File: config.mk
export PLATFORM = sky130hd
export DESIGN_NAME = nearest_neighbor_fit_downscaler_core_flat
export DESIGN_NICKNAME = d
export VERILOG_FILES = /design/src/sv/nnfd_pkg.sv /design/src/sv/nnfd_stream_if.sv /design/src/sv/nnfd_divider.sv /design/src/sv/nnfd_datapath.sv /design/src/sv/nnfd_ctrl.sv /design/src/sv/nearest_neighbor_fit_downscaler_core.sv /design/src/flat_wrapper.sv
export SDC_FILE = /design/constraint.sdc
export NUM_CORES = 2
export LEC_CHECK = 0
export BUFFER_PORTS_ARGS = -buffer_cell sky130_fd_sc_hd__buf_2
export CORE_MARGIN = 2
export CORE_UTILIZATION = 45
export DETAILED_ROUTE_END_ITERATION = 10
export PLACE_DENSITY = 0.69
export SETUP_SLACK_MARGIN = 0.3
export SYNTH_ARGS = -nofsm -noshare
export SYNTH_HDL_FRONTEND = slang
export SYNTH_HIERARCHICAL = 1
export SYNTH_SLANG_ARGS = --single-unit
File: constraint.sdc
create_clock -name clock -period 18.5 [get_ports clock]
set_input_delay 1.85 -clock clock [delete_from_list [all_inputs] [get_ports clock]]
set_output_delay 1.85 -clock clock [all_outputs]
set_load 0.1 [all_outputs]
File: src/sv/nnfd_pkg.sv
// ----------------------------------------------------------------------------
// nnfd_pkg
// shared types and constants for the nearest neighbour fit downscaler
// ----------------------------------------------------------------------------
package nnfd_pkg;

   localparam int DIM_W   = 14;
   localparam int COORD_W = 13;
   localparam int PIXEL_W = 32;
   localparam int PROD_W  = 2 * DIM_W;
   localparam int DIVD_W  = PROD_W + 2;
   localparam int DIVS_W  = DIM_W + 1;
   localparam int CSR_IDX_W = 2;

   typedef enum logic [CSR_IDX_W-1:0] {
      CSR_SRC_WIDTH  = 2'd0,
      CSR_SRC_HEIGHT = 2'd1,
      CSR_MAX_SIDE   = 2'd2
   } csr_index_type;

   typedef enum logic [1:0] {
      OP_FIT_W  = 2'd0,
      OP_FIT_H  = 2'd1,
      OP_STEP_W = 2'd2,
      OP_STEP_H = 2'd3
   } div_op_type;

   typedef struct packed {
      logic       clear;
      logic       mul_en;
      logic       div_start;
      logic       store;
      logic       run;
      div_op_type op;
   } ctrl_cmd_type;

   typedef struct packed {
      logic cfg_write;
      logic div_done;
   } ctrl_status_type;

   typedef struct packed {
      logic [PIXEL_W-1:0] pixel_in;
   } req_payload_type;

   typedef struct packed {
      logic [PIXEL_W-1:0] pixel_out;
      logic [COORD_W-1:0] out_x;
      logic [COORD_W-1:0] out_y;
      logic [DIM_W-1:0]   out_width;
      logic [DIM_W-1:0]   out_height;
      logic               frame_last;
   } rsp_payload_type;

endpackage

File: src/sv/nnfd_stream_if.sv
// ----------------------------------------------------------------------------
// nnfd_stream_if
// valid/ready stream channel carrying one payload struct
// ----------------------------------------------------------------------------
interface nnfd_stream_if #(
   parameter type payload_type = logic
) ();
   logic        valid;
   logic        ready;
   payload_type payload;

   modport source (output valid, output payload, input ready);
   modport sink   (input valid, input payload, output ready);
endinterface

File: src/sv/nnfd_divider.sv
// ----------------------------------------------------------------------------
// nnfd_divider
// restoring divider, one quotient bit per cycle
// ----------------------------------------------------------------------------
module nnfd_divider (
   input  logic                        clock,
   input  logic                        reset,
   input  logic                        start,
   input  logic [nnfd_pkg::DIVD_W-1:0] dividend,
   input  logic [nnfd_pkg::DIVS_W-1:0] divisor,
   output logic                        done,
   output logic [nnfd_pkg::DIVD_W-1:0] quotient,
   output logic [nnfd_pkg::DIVS_W-1:0] remainder
);
   localparam int ITER  = nnfd_pkg::DIVD_W;
   localparam int CNT_W = $clog2(ITER);

   logic                        busy_ff, busy_in;
   logic                        done_ff, done_in;
   logic [CNT_W-1:0]            cnt_ff, cnt_in;
   logic [nnfd_pkg::DIVD_W-1:0] quo_ff, quo_in;
   logic [nnfd_pkg::DIVS_W-1:0] rem_ff, rem_in;
   logic [nnfd_pkg::DIVS_W-1:0] dvs_ff, dvs_in;
   logic [nnfd_pkg::DIVS_W:0]   trial;

   assign trial = {rem_ff, quo_ff[nnfd_pkg::DIVD_W-1]};

   always_comb begin
      busy_in = busy_ff;
      done_in = 1'b0;
      cnt_in  = cnt_ff;
      quo_in  = quo_ff;
      rem_in  = rem_ff;
      dvs_in  = dvs_ff;
      if (start) begin
         busy_in = 1'b1;
         cnt_in  = '0;
         quo_in  = dividend;
         rem_in  = '0;
         dvs_in  = divisor;
      end else if (busy_ff) begin
         if (trial >= {1'b0, dvs_ff}) begin
            rem_in = nnfd_pkg::DIVS_W'(trial - {1'b0, dvs_ff});
            quo_in = {quo_ff[nnfd_pkg::DIVD_W-2:0], 1'b1};
         end else begin
            rem_in = trial[nnfd_pkg::DIVS_W-1:0];
            quo_in = {quo_ff[nnfd_pkg::DIVD_W-2:0], 1'b0};
         end
         cnt_in = cnt_ff + CNT_W'(1);
         if (cnt_ff == CNT_W'(ITER - 1)) begin
            busy_in = 1'b0;
            done_in = 1'b1;
         end
      end
   end

   always_ff @(posedge clock) begin
      if (reset) begin
         busy_ff <= 1'b0;
         done_ff <= 1'b0;
         cnt_ff  <= '0;
      end else begin
         busy_ff <= busy_in;
         done_ff <= done_in;
         cnt_ff  <= cnt_in;
      end
      quo_ff <= quo_in;
      rem_ff <= rem_in;
      dvs_ff <= dvs_in;
   end

   assign done      = done_ff;
   assign quotient  = quo_ff;
   assign remainder = rem_ff;
endmodule

File: src/sv/nnfd_datapath.sv
// ----------------------------------------------------------------------------
// nnfd_datapath
// config registers, size fitting arithmetic and the pixel selection stream
// ----------------------------------------------------------------------------
module nnfd_datapath #(
   parameter int MAX_DIM = 8192
) (
   input  logic                           clock,
   input  logic                           reset,
   input  logic                           csr_write_en,
   input  logic [nnfd_pkg::CSR_IDX_W-1:0] csr_index,
   input  logic [nnfd_pkg::DIM_W-1:0]     csr_write_data,
   input  nnfd_pkg::ctrl_cmd_type         cmd,
   output nnfd_pkg::ctrl_status_type      status,
   input  logic                           req_valid,
   output logic                           req_ready,
   input  nnfd_pkg::req_payload_type      req_payload,
   output logic                           rsp_valid,
   input  logic                           rsp_ready,
   output nnfd_pkg::rsp_payload_type      rsp_payload
);
   localparam int DW = nnfd_pkg::DIM_W;

   function automatic logic [DW-1:0] clamp_dim(logic [DW-1:0] v);
      logic [DW-1:0] r;
      if (v == '0) begin
         r = DW'(1);
      end else if (32'(v) > MAX_DIM) begin
         r = DW'(MAX_DIM);
      end else begin
         r = v;
      end
      return r;
   endfunction

   logic [DW-1:0] src_width_ff, src_height_ff, max_side_ff;
   logic [DW-1:0] sw, sh, ms, longest;
   logic          scale;
   logic          csr_hit;

   logic [nnfd_pkg::PROD_W-1:0] prod_ff;
   logic [DW-1:0]               mul_a;

   logic [nnfd_pkg::DIVD_W-1:0] div_dividend, div_quo;
   logic [nnfd_pkg::DIVS_W-1:0] div_divisor, div_rem;
   logic                        div_done;
   logic [DW-1:0]               fit_val;

   logic [DW-1:0] fit_w_ff, fit_h_ff;
   logic [DW-1:0] col_qstep_ff, col_rstep_ff, row_qstep_ff, row_rstep_ff;

   logic [DW-1:0] src_col_ff, src_col_in, src_row_ff, src_row_in;
   logic [DW-1:0] dst_col_ff, dst_col_in, dst_row_ff, dst_row_in;
   logic [DW-1:0] col_quo_ff, col_quo_in, col_rem_ff, col_rem_in;
   logic [DW-1:0] row_quo_ff, row_quo_in, row_rem_ff, row_rem_in;

   logic          accept, row_hit, col_hit, hit, col_end, row_end;
   logic [DW:0]   col_rsum, row_rsum;
   logic          col_wrap, row_wrap;

   logic                      rsp_valid_ff;
   nnfd_pkg::rsp_payload_type rsp_payload_ff;

   assign csr_hit = csr_write_en &&
                    (csr_index == nnfd_pkg::CSR_SRC_WIDTH ||
                     csr_index == nnfd_pkg::CSR_SRC_HEIGHT ||
                     csr_index == nnfd_pkg::CSR_MAX_SIDE);

   always_ff @(posedge clock) begin
      if (reset) begin
         src_width_ff  <= DW'(1);
         src_height_ff <= DW'(1);
         max_side_ff   <= DW'(128);
      end else if (csr_write_en) begin
         case (csr_index)
            nnfd_pkg::CSR_SRC_WIDTH:  src_width_ff  <= csr_write_data;
            nnfd_pkg::CSR_SRC_HEIGHT: src_height_ff <= csr_write_data;
            nnfd_pkg::CSR_MAX_SIDE:   max_side_ff   <= csr_write_data;
            default: ;
         endcase
      end
   end

   assign sw      = clamp_dim(src_width_ff);
   assign sh      = clamp_dim(src_height_ff);
   assign ms      = clamp_dim(max_side_ff);
   assign longest = (sw > sh) ? sw : sh;
   assign scale   = (sw > ms) || (sh > ms);

   // size fitting: product, then shared divider
   assign mul_a = (cmd.op == nnfd_pkg::OP_FIT_W) ? sw : sh;

   always_ff @(posedge clock) begin
      if (cmd.mul_en) begin
         prod_ff <= nnfd_pkg::PROD_W'(mul_a) * nnfd_pkg::PROD_W'(ms);
      end
   end

   always_comb begin
      case (cmd.op)
         nnfd_pkg::OP_FIT_W, nnfd_pkg::OP_FIT_H: begin
            div_dividend = {1'b0, prod_ff, 1'b0} + nnfd_pkg::DIVD_W'(longest);
            div_divisor  = {longest, 1'b0};
         end
         nnfd_pkg::OP_STEP_W: begin
            div_dividend = nnfd_pkg::DIVD_W'(sw);
            div_divisor  = {1'b0, fit_w_ff};
         end
         nnfd_pkg::OP_STEP_H: begin
            div_dividend = nnfd_pkg::DIVD_W'(sh);
            div_divisor  = {1'b0, fit_h_ff};
         end
         default: begin
            div_dividend = '0;
            div_divisor  = nnfd_pkg::DIVS_W'(1);
         end
      endcase
   end

   nnfd_divider u_divider (
      .clock     (clock),
      .reset     (reset),
      .start     (cmd.div_start),
      .dividend  (div_dividend),
      .divisor   (div_divisor),
      .done      (div_done),
      .quotient  (div_quo),
      .remainder (div_rem)
   );

   assign fit_val = (div_quo == '0) ? DW'(1) : div_quo[DW-1:0];

   always_ff @(posedge clock) begin
      if (reset) begin
         fit_w_ff <= DW'(1);
         fit_h_ff <= DW'(1);
      end else if (cmd.store) begin
         case (cmd.op)
            nnfd_pkg::OP_FIT_W: fit_w_ff <= scale ? fit_val : sw;
            nnfd_pkg::OP_FIT_H: fit_h_ff <= scale ? fit_val : sh;
            default: ;
         endcase
      end
   end

   always_ff @(posedge clock) begin
      if (cmd.store) begin
         case (cmd.op)
            nnfd_pkg::OP_STEP_W: begin
               col_qstep_ff <= div_quo[DW-1:0];
               col_rstep_ff <= div_rem[DW-1:0];
            end
            nnfd_pkg::OP_STEP_H: begin
               row_qstep_ff <= div_quo[DW-1:0];
               row_rstep_ff <= div_rem[DW-1:0];
            end
            default: ;
         endcase
      end
   end

   assign status.cfg_write = csr_hit;
   assign status.div_done  = div_done;

   // pixel stream
   assign req_ready = cmd.run && (!rsp_valid_ff || rsp_ready);
   assign accept    = req_valid && req_ready;

   assign row_hit = (dst_row_ff < fit_h_ff) && (src_row_ff == row_quo_ff);
   assign col_hit = (dst_col_ff < fit_w_ff) && (src_col_ff == col_quo_ff);
   assign hit     = row_hit && col_hit;

   assign col_end = ({1'b0, src_col_ff} + (DW+1)'(1)) >= {1'b0, sw};
   assign row_end = ({1'b0, src_row_ff} + (DW+1)'(1)) >= {1'b0, sh};

   assign col_rsum = {1'b0, col_rem_ff} + {1'b0, col_rstep_ff};
   assign row_rsum = {1'b0, row_rem_ff} + {1'b0, row_rstep_ff};
   assign col_wrap = col_rsum >= {1'b0, fit_w_ff};
   assign row_wrap = row_rsum >= {1'b0, fit_h_ff};

   always_comb begin
      src_col_in = src_col_ff;
      src_row_in = src_row_ff;
      dst_col_in = dst_col_ff;
      dst_row_in = dst_row_ff;
      col_quo_in = col_quo_ff;
      col_rem_in = col_rem_ff;
      row_quo_in = row_quo_ff;
      row_rem_in = row_rem_ff;
      if (cmd.clear) begin
         src_col_in = '0;
         src_row_in = '0;
         dst_col_in = '0;
         dst_row_in = '0;
         col_quo_in = '0;
         col_rem_in = '0;
         row_quo_in = '0;
         row_rem_in = '0;
      end else if (accept) begin
         if (hit) begin
            dst_col_in = dst_col_ff + DW'(1);
            col_rem_in = col_wrap ? DW'(col_rsum - {1'b0, fit_w_ff}) : col_rsum[DW-1:0];
            col_quo_in = col_quo_ff + col_qstep_ff + DW'(col_wrap);
         end
         src_col_in = src_col_ff + DW'(1);
         if (col_end) begin
            src_col_in = '0;
            dst_col_in = '0;
            col_quo_in = '0;
            col_rem_in = '0;
            if (row_hit) begin
               dst_row_in = dst_row_ff + DW'(1);
               row_rem_in = row_wrap ? DW'(row_rsum - {1'b0, fit_h_ff})
                                     : row_rsum[DW-1:0];
               row_quo_in = row_quo_ff + row_qstep_ff + DW'(row_wrap);
            end
            src_row_in = src_row_ff + DW'(1);
            if (row_end) begin
               src_row_in = '0;
               dst_row_in = '0;
               row_quo_in = '0;
               row_rem_in = '0;
            end
         end
      end
   end

   always_ff @(posedge clock) begin
      if (reset) begin
         src_col_ff <= '0;
         src_row_ff <= '0;
         dst_col_ff <= '0;
         dst_row_ff <= '0;
         col_quo_ff <= '0;
         col_rem_ff <= '0;
         row_quo_ff <= '0;
         row_rem_ff <= '0;
      end else begin
         src_col_ff <= src_col_in;
         src_row_ff <= src_row_in;
         dst_col_ff <= dst_col_in;
         dst_row_ff <= dst_row_in;
         col_quo_ff <= col_quo_in;
         col_rem_ff <= col_rem_in;
         row_quo_ff <= row_quo_in;
         row_rem_ff <= row_rem_in;
      end
   end

   // response register
   always_ff @(posedge clock) begin
      if (reset) begin
         rsp_valid_ff <= 1'b0;
      end else if (accept) begin
         rsp_valid_ff <= hit;
      end else if (rsp_ready) begin
         rsp_valid_ff <= 1'b0;
      end
   end

   always_ff @(posedge clock) begin
      if (accept && hit) begin
         rsp_payload_ff.pixel_out  <= req_payload.pixel_in;
         rsp_payload_ff.out_x      <= dst_col_ff[nnfd_pkg::COORD_W-1:0];
         rsp_payload_ff.out_y      <= dst_row_ff[nnfd_pkg::COORD_W-1:0];
         rsp_payload_ff.out_width  <= fit_w_ff;
         rsp_payload_ff.out_height <= fit_h_ff;
         rsp_payload_ff.frame_last <= (dst_col_ff == fit_w_ff - DW'(1)) &&
                                      (dst_row_ff == fit_h_ff - DW'(1));
      end
   end

   assign rsp_valid   = rsp_valid_ff;
   assign rsp_payload = rsp_payload_ff;
endmodule

File: src/sv/nnfd_ctrl.sv
// ----------------------------------------------------------------------------
// nnfd_ctrl
// sequencer for size fitting after reset or config write, then streaming
// ----------------------------------------------------------------------------
module nnfd_ctrl (
   input  logic                      clock,
   input  logic                      reset,
   input  nnfd_pkg::ctrl_status_type status,
   output nnfd_pkg::ctrl_cmd_type    cmd
);
   typedef enum logic [1:0] {
      ST_MUL,
      ST_DIV_START,
      ST_DIV_WAIT,
      ST_RUN
   } state_type;

   state_type            state_ff;
   nnfd_pkg::div_op_type op_ff;

   always_ff @(posedge clock) begin
      if (reset || status.cfg_write) begin
         state_ff <= ST_MUL;
         op_ff    <= nnfd_pkg::OP_FIT_W;
      end else begin
         case (state_ff)
            ST_MUL:       state_ff <= ST_DIV_START;
            ST_DIV_START: state_ff <= ST_DIV_WAIT;
            ST_DIV_WAIT: begin
               if (status.div_done) begin
                  case (op_ff)
                     nnfd_pkg::OP_FIT_W: begin
                        op_ff    <= nnfd_pkg::OP_FIT_H;
                        state_ff <= ST_MUL;
                     end
                     nnfd_pkg::OP_FIT_H: begin
                        op_ff    <= nnfd_pkg::OP_STEP_W;
                        state_ff <= ST_DIV_START;
                     end
                     nnfd_pkg::OP_STEP_W: begin
                        op_ff    <= nnfd_pkg::OP_STEP_H;
                        state_ff <= ST_DIV_START;
                     end
                     default: state_ff <= ST_RUN;
                  endcase
               end
            end
            ST_RUN:  state_ff <= ST_RUN;
            default: state_ff <= ST_MUL;
         endcase
      end
   end

   always_comb begin
      cmd           = '0;
      cmd.op        = op_ff;
      cmd.clear     = (state_ff != ST_RUN);
      cmd.mul_en    = (state_ff == ST_MUL);
      cmd.div_start = (state_ff == ST_DIV_START);
      cmd.store     = (state_ff == ST_DIV_WAIT) && status.div_done;
      cmd.run       = (state_ff == ST_RUN);
   end
endmodule

File: src/sv/nearest_neighbor_fit_downscaler_core.sv
// a kept pixel's response appears in the cycle after its request is accepted
// throughput: one request per cycle while running, unless a response stalls
// after reset or a register write the fitted size is recomputed by a shared
// 30-step restoring divider in four divisions, with ready low
// reset is synchronous, active high, and restores the register defaults
// ----------------------------------------------------------------------------
// nearest_neighbor_fit_downscaler_core
// nearest neighbour downscaler fitting the frame into a maximum side
// ----------------------------------------------------------------------------
module nearest_neighbor_fit_downscaler_core #(
   parameter int MAX_DIM = 8192
) (
   input  logic                           clock,
   input  logic                           reset,
   input  logic                           csr_write_en,
   input  logic [nnfd_pkg::CSR_IDX_W-1:0] csr_index,
   input  logic [nnfd_pkg::DIM_W-1:0]     csr_write_data,
   nnfd_stream_if.sink                    req_chan,
   nnfd_stream_if.source                  rsp_chan
);
   nnfd_pkg::ctrl_cmd_type    cmd;
   nnfd_pkg::ctrl_status_type status;

   nnfd_ctrl u_ctrl (
      .clock  (clock),
      .reset  (reset),
      .status (status),
      .cmd    (cmd)
   );

   nnfd_datapath #(
      .MAX_DIM (MAX_DIM)
   ) u_datapath (
      .clock          (clock),
      .reset          (reset),
      .csr_write_en   (csr_write_en),
      .csr_index      (csr_index),
      .csr_write_data (csr_write_data),
      .cmd            (cmd),
      .status         (status),
      .req_valid      (req_chan.valid),
      .req_ready      (req_chan.ready),
      .req_payload    (req_chan.payload),
      .rsp_valid      (rsp_chan.valid),
      .rsp_ready      (rsp_chan.ready),
      .rsp_payload    (rsp_chan.payload)
   );
endmodule

File: src/flat_wrapper.sv
// flat-port wrapper written by rule: the top's interface ports become plain ports
module nearest_neighbor_fit_downscaler_core_flat 
#(
   parameter int MAX_DIM = 8192
)
  (clock, reset, csr_write_en, csr_index, csr_write_data, req_chan_valid, req_chan_payload, req_chan_ready, rsp_chan_valid, rsp_chan_payload, rsp_chan_ready);
  nnfd_stream_if req_chan_i ();
  nnfd_stream_if rsp_chan_i ();
  input  logic clock;
  input  logic reset;
  input  logic csr_write_en;
  input  logic [nnfd_pkg::CSR_IDX_W-1:0] csr_index;
  input  logic [nnfd_pkg::DIM_W-1:0] csr_write_data;
  input wire logic [$bits(req_chan_i.valid)-1:0] req_chan_valid;
  input wire logic [$bits(req_chan_i.payload)-1:0] req_chan_payload;
  output wire logic [$bits(req_chan_i.ready)-1:0] req_chan_ready;
  output wire logic [$bits(rsp_chan_i.valid)-1:0] rsp_chan_valid;
  output wire logic [$bits(rsp_chan_i.payload)-1:0] rsp_chan_payload;
  input wire logic [$bits(rsp_chan_i.ready)-1:0] rsp_chan_ready;
  assign req_chan_i.valid = req_chan_valid;
  assign req_chan_i.payload = req_chan_payload;
  assign req_chan_ready = req_chan_i.ready;
  assign rsp_chan_valid = rsp_chan_i.valid;
  assign rsp_chan_payload = rsp_chan_i.payload;
  assign rsp_chan_i.ready = rsp_chan_ready;
  nearest_neighbor_fit_downscaler_core #(.MAX_DIM(MAX_DIM)) u_core (.clock(clock), .reset(reset), .csr_write_en(csr_write_en), .csr_index(csr_index), .csr_write_data(csr_write_data), .req_chan(req_chan_i), .rsp_chan(rsp_chan_i));
endmodule
==> Flow_metrics.wiki <==
{| class="wikitable"
! Metric !! Value
|-
| Cell-by-cell listing of the critical path || nor4_1 -> nand4_1 -> a21oi_1 -> mux2i_1 -> buf_4 -> nand2b_1 -> fa_1 -> fa_1 -> inv_1 -> fa_1 -> fa_1 -> fa_1 -> inv_1 -> fa_1 -> inv_1 -> ha_1 -> a21o_1 -> a21o_1 -> nor4_1 -> o211ai_1 -> nand3_1 -> a31oi_1 -> or4b_2 -> nand3_1
|-
| RSZ-0062 raised after global routing || no
|-
| TritonCTS clock tree || built
|-
| Most frequent cell on the critical path || sky130_fd_sc_hd__fa_1
|-
| Area of the placeable core || 66000 µm²
|-
| Pin count of the biggest net entering global routing || 80
|-
| Vias/cell || 5.88
|-
| Final worst-path cycle share || 0.426
|-
| Number of antenna violations at the first check in global routing || 1
|-
| Post-Synthesis Mean Instance Area || 8.56 µm²
|-
| Post-layout worst setup margin || 10610 ps
|-
| Number of placement rows || 94
|-
| Number of instances in the synthesized netlist || 3512
|-
| Power per cell area || 65.4 nW/µm²
|-
| Buffers inserted by post-CTS timing repair || 0
|-
| Global route total overflow || 0
|-
| Wire length of the first global-routing pass || 137 mm
|-
| Clock Sinks || 339
|-
| CTS resizes || 0
|-
| Crit path max-delay family || adder cells
|-
| Number of iterations in the first detailed-routing pass || 6
|-
| First-iteration detailed-routing DRC count || 2182
|-
| Type of the worst min-delay path || flop to flop
|-
| I/O pin count || 25
|-
| Area delta synth->final || 7.95%
|-
| Most used routing layer in global routing || met2
|-
| Endpoint class of the critical path || flop
|-
| Clk slew on worst S/H paths || 70 ps
|-
| Sum of net half-perimeters after detailed placement || 66.9 mm
|-
| Horiz. Die Dim || 263 µm
|-
| Final Skew || 41.6 ps
|-
| Fraction of met3 tracks used by global routing || 0.0374
|-
| GR Layer Usage met2 || 0.408
|-
| Max stage delay on crit path || 760 ps
|-
| Standard cell with the maximum stage delay on the critical path || sky130_fd_sc_hd__a21oi_1
|-
| TritonCTS buffer count || 39
|-
| Largest vdd supply drop || 0.0643 mV
|-
| All-Layer GR Usage || 0.251
|-
| Later-pin clock latency in the skew report || 600 ps
|-
| Vias after detailed routing || 25700
|-
| Fraction of layout cells with a size suffix above 1 || 0.0627
|-
| Via count of the first global-routing pass || 24384
|-
| Setup Slack @ Placement || 10700 ps
|-
| Critical path buffers and inverters || 4
|-
| Drt wl/cell || 20.1 µm
|-
| Status || finished clean
|-
| Die H || 263 µm
|-
| Start-to-end type of the worst setup path || flop to flop
|-
| Die outline area || 68900 µm²
|-
| Final Routed Wirelength || 88.0 mm
|-
| Category of the worst setup path launch point || flop
|-
| Post-synthesis instance area || 30100 µm²
|-
| Number of filler instances in the final layout || 6317
|-
| Number of warnings issued by yosys || 6
|-
| Setup TNS after final layout || 0 ps
|-
| Critical path required time || 18930 ps
|-
| Post-Synthesis Net Count || 3994
|-
| Transition time of the tightest slew-check pin || 1240 ps
|-
| P_leak || 0.0136 µW
|-
| Count of final hold-check violations || 0
|-
| Smallest hold slack || 459 ps
|-
| Number of nets at the end of the flow || 3959
|-
| Met1 track demand over resource in global routing || 0.333
|-
| Maximum capacitance violations || 0
|-
| Setup violators final || 0
|-
| Final max-slew violation count || 0
|-
| Critical Path Fanout Max || 12
|-
| Residual DRC || 0
|-
| Worst endpoint data arrival time || 8320 ps
|-
| Cell at the root of the clock tree || sky130_fd_sc_hd__clkbuf_16
|-
| Total power || 2120 µW
|-
| Number of buffers on the longest clock path || 3
|-
| Htree depth || 2
|-
| Remaining antenna violation count after routing || 0
|-
| Quantity of I/O buffers inserted on ports || 23
|-
| Initial cell density of the core || 0.456
|-
| Minimum period implied by the final worst setup slack || 7890 ps
|-
| Post-cts hold buffer count || 0
|-
| FMAX || 0.127 GHz
|-
| Final weighted congestion in routability-driven placement || 0.934
|-
| Worst-case headroom to the max-slew limit || 0.170
|}
-- worst register-to-register path: cells and delay by family (launching register included) --
| family | cells | cell delay (ps) |
|---|---|---|
| AOI/OAI and AO/OA | 5 | 1440 |
| and+or+nand+nor | 7 | 1690 |
| adders and majority gates | 7 | 3550 |
| muxes | 1 | 260 |
| buffers and inverters | 4 | 470 |
| DFF | 1 | 320 |
-- routing by layer --
| metal | vias up | share of wire |
|---|---|---|
| met5 | - | 0 |
| met4 | 0 | 0.045 |
| met3 | 219 | 0.068 |
| met2 | 920 | 0.46 |
| met1 | 12249 | 0.43 |
| li1 | 12312 | - |
-- final cells by class --
| class | instances | area, µm² | area share |
|---|---|---|---|
| Inverter | 309 | 1160 | 0.0357 |
| Clock buffer | 51 | 1090 | 0.0337 |
| Antenna cell | 1 | 2.50 | 0.0000771 |
| Tap cell | 864 | 1080 | 0.0333 |
| Multi-Input combinational cell | 2714 | 20300 | 0.624 |
| Clock inverter | 20 | 290 | 0.00894 |
| Timing Repair Buffer | 74 | 498 | 0.0153 |
| Sequential cell | 339 | 8090 | 0.249 |
-- power breakdown --
group | switching (µW) | internal (µW) | total, µW | leakage [µW]
Clock | 345 | 495 | 840 | 0.000672
Combinational | 247 | 143 | 390 | 0.00997
Sequential | 64.1 | 830 | 894 | 0.00294
Total | 657 | 1470 | 2120 | 0.0136
-- cell usage in the layout, fill, tap and decap left out, types with 36 or more instances in the layout --
| cell | count |
|---|---|
| sky130_fd_sc_hd__and3_1 | 39 |
| sky130_fd_sc_hd__nor2_1 | 303 |
| sky130_fd_sc_hd__xor2_1 | 64 |
| sky130_fd_sc_hd__a211oi_1 | 36 |
| sky130_fd_sc_hd__fa_1 | 151 |
| sky130_fd_sc_hd__nor4_1 | 37 |
| sky130_fd_sc_hd__dfxtp_1 | 207 |
| sky130_fd_sc_hd__nand4_1 | 51 |
| sky130_fd_sc_hd__nand3_1 | 103 |
| sky130_fd_sc_hd__nor2b_1 | 58 |
| sky130_fd_sc_hd__edfxtp_1 | 130 |
| sky130_fd_sc_hd__ha_1 | 309 |
| sky130_fd_sc_hd__buf_4 | 51 |
| sky130_fd_sc_hd__inv_1 | 304 |
| sky130_fd_sc_hd__a21oi_1 | 245 |
| sky130_fd_sc_hd__nand2_1 | 383 |
| sky130_fd_sc_hd__mux2i_1 | 44 |
| sky130_fd_sc_hd__a21o_1 | 50 |
| sky130_fd_sc_hd__xnor2_1 | 141 |
| sky130_fd_sc_hd__nor3_1 | 56 |
| sky130_fd_sc_hd__o21a_1 | 54 |
| sky130_fd_sc_hd__clkbuf_16 | 41 |
| sky130_fd_sc_hd__o21ai_0 | 146 |
-- state kept, by name (all words and copies together) (netlist names), 15 cells and up --
signal                                 cells
u_core/u_datapath/prod_ff                 28
u_core/u_datapath/u_divider/quotient      30
u_core/u_datapath/u_divider/dvs_ff        15
u_core/u_datapath/u_divider/remainder     15
-- metrics by stage --
step	area (µm²)	cells	util
final	32500	4372	0.492
after global routing	32500	4371	0.492
after CTS	32500	4371	0.492
after detailed placement	31100	4300	0.471
after global placement	31100	4300	0.471
after floorplan	30100	3512	-
-- worst paths after layout --
kind                            slack [ps]  cells past startpoint                         startpoint                         endpoint
worst max-delay path                 10610                     24  u_core/u_datapath/src_width_ff[6]    u_core/u_datapath/prod_ff[26]
worst min register to register         460                      2    u_core/u_datapath/row_rem_ff[0]  u_core/u_datapath/row_rem_ff[0]
worst max register to register       10610                     24  u_core/u_datapath/src_width_ff[6]    u_core/u_datapath/prod_ff[26]
worst min-delay path                   460                      2    u_core/u_datapath/row_rem_ff[0]  u_core/u_datapath/row_rem_ff[0]
Power figures use the tool's default switching activity.
